<file path="src/hdl/sbc_pkg.sv">
// Shared constants and types for the Simeck bit-serial cipher.
package sbc_pkg;

	localparam int WORD_BITS = 32;
	localparam int ROUNDS    = 44;
	localparam int RK_DEPTH  = 44;
	localparam int N_RND     = (ROUNDS > RK_DEPTH) ? RK_DEPTH : ROUNDS;
	localparam int RND_W     = $clog2(N_RND);
	localparam int BIT_W     = $clog2(WORD_BITS);
	localparam int BLK_BITS  = 2 * WORD_BITS;
	localparam int DATA_BITS = 64;
	localparam int REG_BITS  = 32;
	localparam int ADDR_W    = 5;
	localparam int REG_IDX_W = ADDR_W - 2;

	// round-constant bit sequence, consumed LSB first
	localparam logic [63:0] Z_SEQ = (WORD_BITS == 16) ? 64'h0000_0000_9A42_BB1F
	                                                  : 64'h0000_0938_BCA3_083F;

	localparam logic [REG_IDX_W-1:0] REG_KEY0 = 3'd0;
	localparam logic [REG_IDX_W-1:0] REG_KEY1 = 3'd1;
	localparam logic [REG_IDX_W-1:0] REG_KEY2 = 3'd2;
	localparam logic [REG_IDX_W-1:0] REG_KEY3 = 3'd3;
	localparam logic [REG_IDX_W-1:0] REG_MODE = 3'd4;

	typedef logic [WORD_BITS-1:0] word_t;
	typedef logic [RND_W-1:0]     rnd_t;
	typedef logic [BIT_W-1:0]     bit_idx_t;

	typedef struct packed {
		logic [3:0][REG_BITS-1:0] key;
		logic                     decrypt;
		logic                     key_wr;
	} cfg_t;

	typedef struct packed {
		logic load;
		logic perm;
		logic step;
		logic first_bit;
		logic low5;
	} round_ctl_t;

	typedef struct packed {
		logic wr;
		logic rd;
		logic shift;
	} key_ctl_t;

endpackage

</file>
<file path="src/hdl/sbc_stream_if.sv">
// Valid/ready stream interfaces for cipher input and output blocks.
interface sbc_in_if;
	import sbc_pkg::*;
	logic                 valid;
	logic                 ready;
	logic [DATA_BITS-1:0] data_in;
	logic [DATA_BITS-1:0] xor_mask;
	logic                 xor_enable;
	modport source (output valid, data_in, xor_mask, xor_enable, input ready);
	modport sink   (input valid, data_in, xor_mask, xor_enable, output ready);
endinterface

interface sbc_out_if;
	import sbc_pkg::*;
	logic                 valid;
	logic                 ready;
	logic [DATA_BITS-1:0] data_out;
	modport source (output valid, data_out, input ready);
	modport sink   (input valid, data_out, output ready);
endinterface

</file>
<file path="src/hdl/sbc_cfg.sv">
// APB register file: key words and mode.
module sbc_cfg (
	input  logic                        clk,
	input  logic                        arst_n,
	input  logic                        psel,
	input  logic                        penable,
	input  logic                        pwrite,
	input  logic [sbc_pkg::ADDR_W-1:0]  paddr,
	input  logic [sbc_pkg::REG_BITS-1:0] pwdata,
	output logic [sbc_pkg::REG_BITS-1:0] prdata,
	output logic                        pready,
	output sbc_pkg::cfg_t               cfg
);
	import sbc_pkg::*;

	logic [3:0][REG_BITS-1:0] key_q;
	logic                     mode_q;
	logic                     wr_en;
	logic [REG_IDX_W-1:0]     idx;

	assign pready = 1'b1;
	assign idx    = paddr[ADDR_W-1:2];
	assign wr_en  = psel && penable && pwrite;

	always_ff @(posedge clk or negedge arst_n) begin
		if (!arst_n) begin
			key_q  <= '0;
			mode_q <= 1'b0;
		end else if (wr_en) begin
			case (idx)
				REG_KEY0: key_q[0] <= pwdata;
				REG_KEY1: key_q[1] <= pwdata;
				REG_KEY2: key_q[2] <= pwdata;
				REG_KEY3: key_q[3] <= pwdata;
				REG_MODE: mode_q   <= pwdata[0];
				default:  ;
			endcase
		end
	end

	always_comb begin
		case (idx)
			REG_KEY0: prdata = key_q[0];
			REG_KEY1: prdata = key_q[1];
			REG_KEY2: prdata = key_q[2];
			REG_KEY3: prdata = key_q[3];
			REG_MODE: prdata = {{(REG_BITS-1){1'b0}}, mode_q};
			default:  prdata = '0;
		endcase
	end

	always_comb begin
		cfg.key     = key_q;
		cfg.decrypt = mode_q;
		cfg.key_wr  = wr_en && (idx == REG_KEY0 || idx == REG_KEY1 ||
		                        idx == REG_KEY2 || idx == REG_KEY3);
	end

endmodule

</file>
<file path="src/hdl/sbc_key_store.sv">
// Round-key memory; the read register doubles as the key bit shifter.
module sbc_key_store (
	input  logic              clk,
	input  sbc_pkg::key_ctl_t ctl,
	input  sbc_pkg::rnd_t     waddr,
	input  sbc_pkg::rnd_t     raddr,
	input  sbc_pkg::word_t    wdata,
	output logic              kbit
);
	import sbc_pkg::*;

	word_t mem [N_RND];
	word_t rk_q;

	always_ff @(posedge clk) begin
		if (ctl.wr)
			mem[waddr] <= wdata;
	end

	always_ff @(posedge clk) begin
		if (ctl.rd)
			rk_q <= mem[raddr];
		else if (ctl.shift)
			rk_q <= {1'b0, rk_q[WORD_BITS-1:1]};
	end

	assign kbit = rk_q[0];

endmodule

</file>
<file path="src/hdl/sbc_round.sv">
// Bit-serial Simeck round: L/R shift one bit per cycle while step is set, LSB first.
module sbc_round (
	input  logic                clk,
	input  sbc_pkg::round_ctl_t ctl,
	input  sbc_pkg::word_t      ld_l,
	input  sbc_pkg::word_t      ld_r,
	input  sbc_pkg::word_t      ld_s2,
	input  sbc_pkg::word_t      ld_s3,
	input  logic                kbit,
	output sbc_pkg::word_t      l_word,
	output sbc_pkg::word_t      r_word
);
	import sbc_pkg::*;

	word_t l_q, r_q, s2_q, s3_q;
	logic  a1, a5, nb;

	// Old L bits already consumed sit at the top of R; the wrapped
	// ones are still in the untouched part of L.
	always_comb begin
		a1 = ctl.first_bit ? l_q[WORD_BITS-1] : r_q[WORD_BITS-1];
		a5 = ctl.low5 ? l_q[WORD_BITS-5] : r_q[WORD_BITS-5];
		nb = (l_q[0] & a5) ^ a1 ^ r_q[0] ^ kbit;
	end

	always_ff @(posedge clk) begin
		if (ctl.load) begin
			l_q  <= ld_l;
			r_q  <= ld_r;
			s2_q <= ld_s2;
			s3_q <= ld_s3;
		end else if (ctl.perm) begin
			// key schedule word rotation
			l_q  <= s2_q;
			s2_q <= s3_q;
			s3_q <= l_q;
		end else if (ctl.step) begin
			l_q <= {nb, l_q[WORD_BITS-1:1]};
			r_q <= {l_q[0], r_q[WORD_BITS-1:1]};
		end
	end

	assign l_word = l_q;
	assign r_word = r_q;

endmodule

</file>
<file path="src/hdl/simeck_block_cipher.sv">
// Simeck block cipher top level: APB config, stream ports and sequencer.
//
// Simeck 64/128 (32-bit words, 44 rounds) computed one bit per clock, while
// the bit state runs, by a serial round unit. Each round passes a prep state,
// which fetches the round key from the key memory (or, in the key schedule,
// stores a round key and rotates the key words), and then the bit state. The
// first block after reset or any key-word write first runs the key schedule
// through the same round unit. One block is in flight at a time; a finished
// result waits in the output register while the next block is taken. The
// mode register selects decryption, which uses the reversed key order and
// needs no new key schedule.
module simeck_block_cipher (
	input  logic                         clk,
	input  logic                         arst_n,
	sbc_in_if.sink                       in_ch,
	sbc_out_if.source                    out_ch,
	input  logic                         psel,
	input  logic                         penable,
	input  logic                         pwrite,
	input  logic [sbc_pkg::ADDR_W-1:0]   paddr,
	input  logic [sbc_pkg::REG_BITS-1:0] pwdata,
	output logic [sbc_pkg::REG_BITS-1:0] prdata,
	output logic                         pready
);
	import sbc_pkg::*;

	localparam logic [2:0] ST_IDLE  = 3'd0;
	localparam logic [2:0] ST_KINIT = 3'd1;
	localparam logic [2:0] ST_LOAD  = 3'd2;
	localparam logic [2:0] ST_PREP  = 3'd3;
	localparam logic [2:0] ST_BITS  = 3'd4;
	localparam logic [2:0] ST_DONE  = 3'd5;

	cfg_t       cfg;
	round_ctl_t rctl;
	key_ctl_t   kctl;

	logic [2:0]           state_q;
	logic                 keys_ready_q;
	logic                 exp_q;
	rnd_t                 rnd_q;
	bit_idx_t             bit_q;
	logic [N_RND-1:0]     zseq_q;
	logic                 out_valid_q;
	logic [DATA_BITS-1:0] out_q;
	logic [BLK_BITS-1:0]  blk_q;
	logic [BLK_BITS-1:0]  mask_q;
	logic                 mask_en_q;

	word_t l_word, r_word;
	word_t ld_l, ld_r, ld_s2, ld_s3;
	word_t blk_hi, blk_lo;
	rnd_t  raddr;
	logic  key_bit, cbit, kbit;
	logic  last_bit, last_rnd;
	logic  in_xfer, out_free;
	logic [BLK_BITS-1:0] res;

	sbc_cfg u_cfg (
		.clk     (clk),
		.arst_n  (arst_n),
		.psel    (psel),
		.penable (penable),
		.pwrite  (pwrite),
		.paddr   (paddr),
		.pwdata  (pwdata),
		.prdata  (prdata),
		.pready  (pready),
		.cfg     (cfg)
	);

	assign in_ch.ready = (state_q == ST_IDLE);
	assign in_xfer     = in_ch.valid && in_ch.ready;
	assign out_free    = !out_valid_q || out_ch.ready;
	assign last_bit    = (bit_q == bit_idx_t'(WORD_BITS - 1));
	assign last_rnd    = (rnd_q == rnd_t'(N_RND - 1));

	assign blk_hi = blk_q[BLK_BITS-1:WORD_BITS];
	assign blk_lo = blk_q[WORD_BITS-1:0];

	always_comb begin
		if (state_q == ST_KINIT) begin
			// preloaded so the first rotation lands on (t1, t2, t3)
			ld_l = cfg.key[0][WORD_BITS-1:0];
			ld_r = cfg.key[3][WORD_BITS-1:0];
		end else if (cfg.decrypt) begin
			ld_l = blk_lo;
			ld_r = blk_hi;
		end else begin
			ld_l = blk_hi;
			ld_r = blk_lo;
		end
		ld_s2 = cfg.key[2][WORD_BITS-1:0];
		ld_s3 = cfg.key[1][WORD_BITS-1:0];
	end

	always_comb begin
		rctl.load      = (state_q == ST_KINIT) || (state_q == ST_LOAD);
		rctl.perm      = (state_q == ST_PREP) && exp_q;
		rctl.step      = (state_q == ST_BITS);
		rctl.first_bit = (bit_q == '0);
		rctl.low5      = (bit_q < bit_idx_t'(5));
		kctl.wr        = (state_q == ST_PREP) && exp_q;
		kctl.rd        = (state_q == ST_PREP) && !exp_q;
		kctl.shift     = (state_q == ST_BITS);
	end

	assign raddr = cfg.decrypt ? (rnd_t'(N_RND - 1) - rnd_q) : rnd_q;

	sbc_key_store u_keys (
		.clk   (clk),
		.ctl   (kctl),
		.waddr (rnd_q),
		.raddr (raddr),
		.wdata (r_word),
		.kbit  (key_bit)
	);

	// schedule constant: all ones above bit 1, bit 1 clear, bit 0 from sequence
	always_comb begin
		if (bit_q == '0)
			cbit = zseq_q[0];
		else if (bit_q == bit_idx_t'(1))
			cbit = 1'b0;
		else
			cbit = 1'b1;
	end

	assign kbit = exp_q ? cbit : key_bit;

	sbc_round u_round (
		.clk    (clk),
		.ctl    (rctl),
		.ld_l   (ld_l),
		.ld_r   (ld_r),
		.ld_s2  (ld_s2),
		.ld_s3  (ld_s3),
		.kbit   (kbit),
		.l_word (l_word),
		.r_word (r_word)
	);

	always_comb begin
		res = cfg.decrypt ? {r_word, l_word} : {l_word, r_word};
		if (mask_en_q)
			res = res ^ mask_q;
	end

	always_ff @(posedge clk) begin
		if (in_xfer) begin
			blk_q     <= in_ch.data_in[BLK_BITS-1:0];
			mask_q    <= in_ch.xor_mask[BLK_BITS-1:0];
			mask_en_q <= in_ch.xor_enable;
		end
		if (state_q == ST_DONE && out_free)
			out_q <= DATA_BITS'(res);
	end

	always_ff @(posedge clk or negedge arst_n) begin
		if (!arst_n) begin
			state_q      <= ST_IDLE;
			keys_ready_q <= 1'b0;
			exp_q        <= 1'b0;
			rnd_q        <= '0;
			bit_q        <= '0;
			zseq_q       <= '0;
			out_valid_q  <= 1'b0;
		end else begin
			if (cfg.key_wr)
				keys_ready_q <= 1'b0;
			else if (state_q == ST_BITS && last_bit && last_rnd && exp_q)
				keys_ready_q <= 1'b1;
			if (state_q == ST_DONE && out_free)
				out_valid_q <= 1'b1;
			else if (out_valid_q && out_ch.ready)
				out_valid_q <= 1'b0;
			case (state_q)
				ST_IDLE: begin
					if (in_xfer)
						state_q <= keys_ready_q ? ST_LOAD : ST_KINIT;
				end
				ST_KINIT: begin
					exp_q   <= 1'b1;
					rnd_q   <= '0;
					zseq_q  <= Z_SEQ[N_RND-1:0];
					state_q <= ST_PREP;
				end
				ST_LOAD: begin
					exp_q   <= 1'b0;
					rnd_q   <= '0;
					state_q <= ST_PREP;
				end
				ST_PREP: begin
					bit_q   <= '0;
					state_q <= ST_BITS;
				end
				ST_BITS: begin
					bit_q <= bit_q + bit_idx_t'(1);
					if (last_bit) begin
						if (exp_q)
							zseq_q <= {1'b0, zseq_q[N_RND-1:1]};
						if (last_rnd) begin
							if (exp_q)
								state_q <= ST_LOAD;
							else
								state_q <= ST_DONE;
						end else begin
							rnd_q   <= rnd_q + rnd_t'(1);
							state_q <= ST_PREP;
						end
					end
				end
				ST_DONE: begin
					if (out_free)
						state_q <= ST_IDLE;
				end
				default: state_q <= ST_IDLE;
			endcase
		end
	end

	assign out_ch.valid    = out_valid_q;
	assign out_ch.data_out = out_q;

endmodule
</file>
<file path="src/flat_wrapper.sv">
// flat-port wrapper written by rule: the top's interface ports become plain ports
module simeck_block_cipher_flat import sbc_pkg::*;
  (clk, arst_n, psel, penable, pwrite, paddr, pwdata, prdata, pready, in_ch_valid, in_ch_data_in, in_ch_xor_mask, in_ch_xor_enable, in_ch_ready, out_ch_valid, out_ch_data_out, out_ch_ready);
  sbc_in_if in_ch_i ();
  sbc_out_if out_ch_i ();
  input  logic clk;
  input  logic arst_n;
  input  logic psel;
  input  logic penable;
  input  logic pwrite;
  input  logic [sbc_pkg::ADDR_W-1:0] paddr;
  input  logic [sbc_pkg::REG_BITS-1:0] pwdata;
  output logic [sbc_pkg::REG_BITS-1:0] prdata;
  output logic pready;
  input wire logic [$bits(in_ch_i.valid)-1:0] in_ch_valid;
  input wire logic [$bits(in_ch_i.data_in)-1:0] in_ch_data_in;
  input wire logic [$bits(in_ch_i.xor_mask)-1:0] in_ch_xor_mask;
  input wire logic [$bits(in_ch_i.xor_enable)-1:0] in_ch_xor_enable;
  output wire logic [$bits(in_ch_i.ready)-1:0] in_ch_ready;
  output wire logic [$bits(out_ch_i.valid)-1:0] out_ch_valid;
  output wire logic [$bits(out_ch_i.data_out)-1:0] out_ch_data_out;
  input wire logic [$bits(out_ch_i.ready)-1:0] out_ch_ready;
  assign in_ch_i.valid = in_ch_valid;
  assign in_ch_i.data_in = in_ch_data_in;
  assign in_ch_i.xor_mask = in_ch_xor_mask;
  assign in_ch_i.xor_enable = in_ch_xor_enable;
  assign in_ch_ready = in_ch_i.ready;
  assign out_ch_valid = out_ch_i.valid;
  assign out_ch_data_out = out_ch_i.data_out;
  assign out_ch_i.ready = out_ch_ready;
  simeck_block_cipher u_core (.clk(clk), .arst_n(arst_n), .in_ch(in_ch_i), .out_ch(out_ch_i), .psel(psel), .penable(penable), .pwrite(pwrite), .paddr(paddr), .pwdata(pwdata), .prdata(prdata), .pready(pready));
endmodule
</file>
<file path="config.mk">
export PLATFORM = sky130hd
export DESIGN_NAME = simeck_block_cipher_flat
export DESIGN_NICKNAME = d
export VERILOG_FILES = /design/src/hdl/sbc_pkg.sv /design/src/hdl/sbc_stream_if.sv /design/src/hdl/sbc_cfg.sv /design/src/hdl/sbc_key_store.sv /design/src/hdl/sbc_round.sv /design/src/hdl/simeck_block_cipher.sv /design/src/flat_wrapper.sv
export SDC_FILE = /design/constraint.sdc
export NUM_CORES = 2
export LEC_CHECK = 0
export BUFFER_PORTS_ARGS = -buffer_cell sky130_fd_sc_hd__buf_4
export CAP_MARGIN = 20
export CORE_MARGIN = 5
export CORE_UTILIZATION = 41
export CTS_CLUSTER_DIAMETER = 40
export DETAILED_ROUTE_END_ITERATION = 8
export GPL_TIMING_DRIVEN = 0
export HOLD_SLACK_MARGIN = 0.12
export SLEW_MARGIN = 40
export SYNTH_ARGS = -nofsm -noshare
export SYNTH_HDL_FRONTEND = slang
export SYNTH_HIERARCHICAL = 1
export SYNTH_SLANG_ARGS = --single-unit
</file>
<file path="constraint.sdc">
create_clock -name clk -period 4.35 [get_ports clk]
set_input_delay 0.2175 -clock clk [delete_from_list [all_inputs] [get_ports clk]]
set_output_delay 0.2175 -clock clk [all_outputs]
set_load 0.01 [all_outputs]
</file>
==> out/qor.csv <==
metric,value,unit
grt_pass1_vias,45501,
yosysTopAreaCellShare,67.9,%
max_freq,0.232,GHz
synthCells,3936,
drt_iter0_markers,4691,
ys_top_cells_by_area,"edfxtp_1 68%, mux4_2 11%, dfrtp_1 6.1%",
critPathCaptureType,flip-flop,
drc,0,
p_sw_share,29.9,%
io_pins,272,
r2r_cells,12,
synth_ff_type,edfxtp_1,
fin_skew,0.0709,ns
synthMuxAreaShare,17.3,%
core_area,0.190,mm²
cts_sinks,1951,
worstSetupStartpointType,flip-flop,
dieArea,0.199,mm²
fin_crit_sh,99.0,%
cp_max_fo,10,
synth_adder_area_share,0.112,%
slew_headroom,36.9,%
yosys_warnings,6,
ys_ff_latch,1951,
min_period,4.31,ns
utilization,52.9,%
power.leakage,0.0344,µW
worstSetupPathType,flip-flop to flip-flop,
synthArstFlopShare,9.74,%
dp_hpwl,156000,µm
maxCapViolCount,0,
syn_avg_cell_area,19.8,µm²
clock_latency,0.93,ns
synth.net_count,4116,
power_frac_seq,41.0,%
hold_path_class,input port to flip-flop,
synthSimpleGateAreaFrac,2.74,%
setup_tns,0,ns
cts.clk_slew.worst_paths,0.05,ns
clockRootBuffer,clkbuf_16,
rsz0062_at_grt,false,
vdd_drop_max,0.516,mV
firstDrtPassIters,5,
via_per_inst,5.67,
combPwrFrac,22.4,%
start_util,41.1,%
hold_viol,0,
antenna_found_initial,9,
min_path_cells,3,
die_w,446,µm
gp_congestion,0.927,
cts_tree,yes,
placed_cell_area,0.0870,mm²
synthXorXnorAreaFrac,0.798,%
synth_cell_types,66,
synth-edff-count,1761,
dp.cells,6925,
die_height,446,µm
synth_top_family_by_area,multiplexers,
tightest_slew,0.936,ns
clockBufferDepth,4,
wirelength,225000,µm
final_cells,7799,
seq_area_frac_synth,74.0,%
grt_max_degree,67,
synth_compound_area_share,3.32,%
status,completed,
grt_overflow_total,0,
grt_use_total,22.5,%
drt-wirelength-per-cell,28.9,µm
drive_above_1_share,32.3,%
rows,160,
p_sw,18900,µW
grt_first_pass_wirelength,324000,µm
critPathRequiredTime,5.02,ns
fin_area,0.100,mm²
areaGrowthSynthToFinish,28.6,%
syn_area,0.0779,mm²
setup_viol,0,
synthTopCellsByCount,"1,761 x edfxtp_1, 383 x mux4_2, 223 x mux2i_1",
ant_nets,0,
cp.arrival,4.98,ns
portBuffers,268,
powerDensity,631,mW/mm²
p_int,44400,µW
p_clk_share,36.5,%
htreeDepth,5,
nets,5238,
finalMaxSlewViolations,0,
yosys.area.top_type,edfxtp_1,
pre_cts_slack,-0.643,ns
synth_most_common_cell,edfxtp_1,
fin_ws,0.0414,ns
via_count,44193,
cts_buffers,300,
==> sequential cells by signal, summed over array words and instances, names as in the netlist <==
signal,count
u_core/out_ch.valid,1
u_core/exp_q,1
u_core/bit_q,5
u_core/u_keys/mem,1408
u_core/u_round/r_word,32
u_core/out_ch.data_out,64
u_core/mask_q,64
u_core/blk_q,64
u_core/keys_ready_q,1
u_core/mask_en_q,1
u_core/zseq_q,44
u_core/u_round/s3_q,32
u_core/state_q,3
u_core/u_keys/rk_q,32
u_core/u_cfg/cfg,128
u_core/u_cfg/mode_q,1
u_core/u_round/l_word,32
u_core/u_round/s2_q,32
u_core/rnd_q,6
==> layout by cell type, fill, tap and decap left out, types with 66 or more instances in the layout <==
master | netlist | routed
edfxtp_1 | 1761 | 1761
mux4_2 | 383 | 383
dlygate4sd3_1 | 0 | 340
buf_4 | 29 | 317
clkbuf_16 | 0 | 311
mux2i_1 | 223 | 223
dfrtp_1 | 190 | 190
nand2_1 | 144 | 144
buf_6 | 19 | 108
a21oi_1 | 101 | 101
mux2_2 | 99 | 99
mux2_1 | 97 | 97
clkbuf_1 | 83 | 89
nor2_1 | 126 | 83
buf_2 | 80 | 73
nor2b_1 | 70 | 68
xor2_1 | 66 | 66
==> power by group through the flow <==
stage                     sequential [µW]  clock (µW)  combinational [µW]
after global routing                26100       24400               14900
after detailed placement            26300           0               13800
after floorplan                     26800           0                6410
after CTS                           25900       23400               14100
after global placement              29000           0                9760
final                               26000       23100               14200
==> cells by family after synthesis <==
| kind of cell | Yosys count |
|---|---|
| multiplexers | 832 |
| AO/OA/AOI/OAI | 386 |
| other | 1 |
| buffers and inverters | 246 |
| flip-flops | 1951 |
| XOR/XNOR | 71 |
| AND/OR/NAND/NOR | 442 |
| adder cells (fa/ha/maj) | 7 |
==> worst max-delay path, cell delays in order (launching register included) <==
cell and delay (ns):
dfrtp_1 0.36, buf_4 0.11, buf_2 0.28, buf_4 0.32, buf_4 0.31, mux2_2 0.52
buf_2 0.31, nor2b_1 0.19, clkbuf_1 0.25, clkbuf_2 0.35, a22oi_1 0.37, nand3_1 0.26
a221o_1 0.40
==> per-layer routing <==
metal | routed length (µm) | share of wire, % | GRT usage (%)
met5 | 19 | 0.0084 | 0
met4 | 9660 | 4.3 | 9.05
met3 | 18700 | 8.3 | 4.79
met2 | 107000 | 47 | 35.9
met1 | 90100 | 40 | 30.5
==> through the flow <==
step	total power, µW	hold slack, ns
6_report	63200	0.180
5_1_grt	65400	0.152
4_1_cts	63500	0.122
3_5_place_dp	40100	0.229
3_3_place_gp	38800	0.396
2_1_floorplan	33200	-0.0781
==> layout make-up <==
| type | instances | area (µm²) |
|---|---|---|
| well taps | 2511 | 3140 |
| multi-input cells | 1739 | 19300 |
| clock inverters | 176 | 1710 |
| plain buffers | 235 | 1410 |
| flip-flops and latches | 1951 | 57600 |
| repair buffers | 820 | 8950 |
| diodes | 7 | 17.5 |
| inverters | 11 | 46.3 |
| clock buffers | 349 | 7970 |
| fillers | 14706 | 89400 |
==> final timing paths <==
check / start / end / slack (ns)
max: u_core/u_cfg/mode_q$_DFFE_PN0P_ / u_core/u_keys/rk_q[20]$_DFFE_PP_ / 0.04
min: pwdata[29] / u_core/u_cfg/cfg[31]$_DFFE_PN0P_ / 0.18
max reg2reg: u_core/u_cfg/mode_q$_DFFE_PN0P_ / u_core/u_keys/rk_q[20]$_DFFE_PP_ / 0.04
min reg2reg: u_core/zseq_q[28]$_DFFE_PN0P_ / u_core/zseq_q[27]$_DFFE_PN0P_ / 0.49
max in group asynchronous: arst_n / u_core/zseq_q[17]$_DFFE_PN0P_ / 3.18
min in group asynchronous: arst_n / u_core/u_cfg/cfg[110]$_DFFE_PN0P_ / 0.47
==> what timing repair did <==
item,CTS,global route
gates resized for setup,33,27
gates cloned,0,0
setup endpoints to repair,32,30
hold buffers,341,0
setup buffers,1,0
hold endpoints to repair,418,0
pin swaps,1,0
No activity file was read; power rests on OpenSTA's default activity.
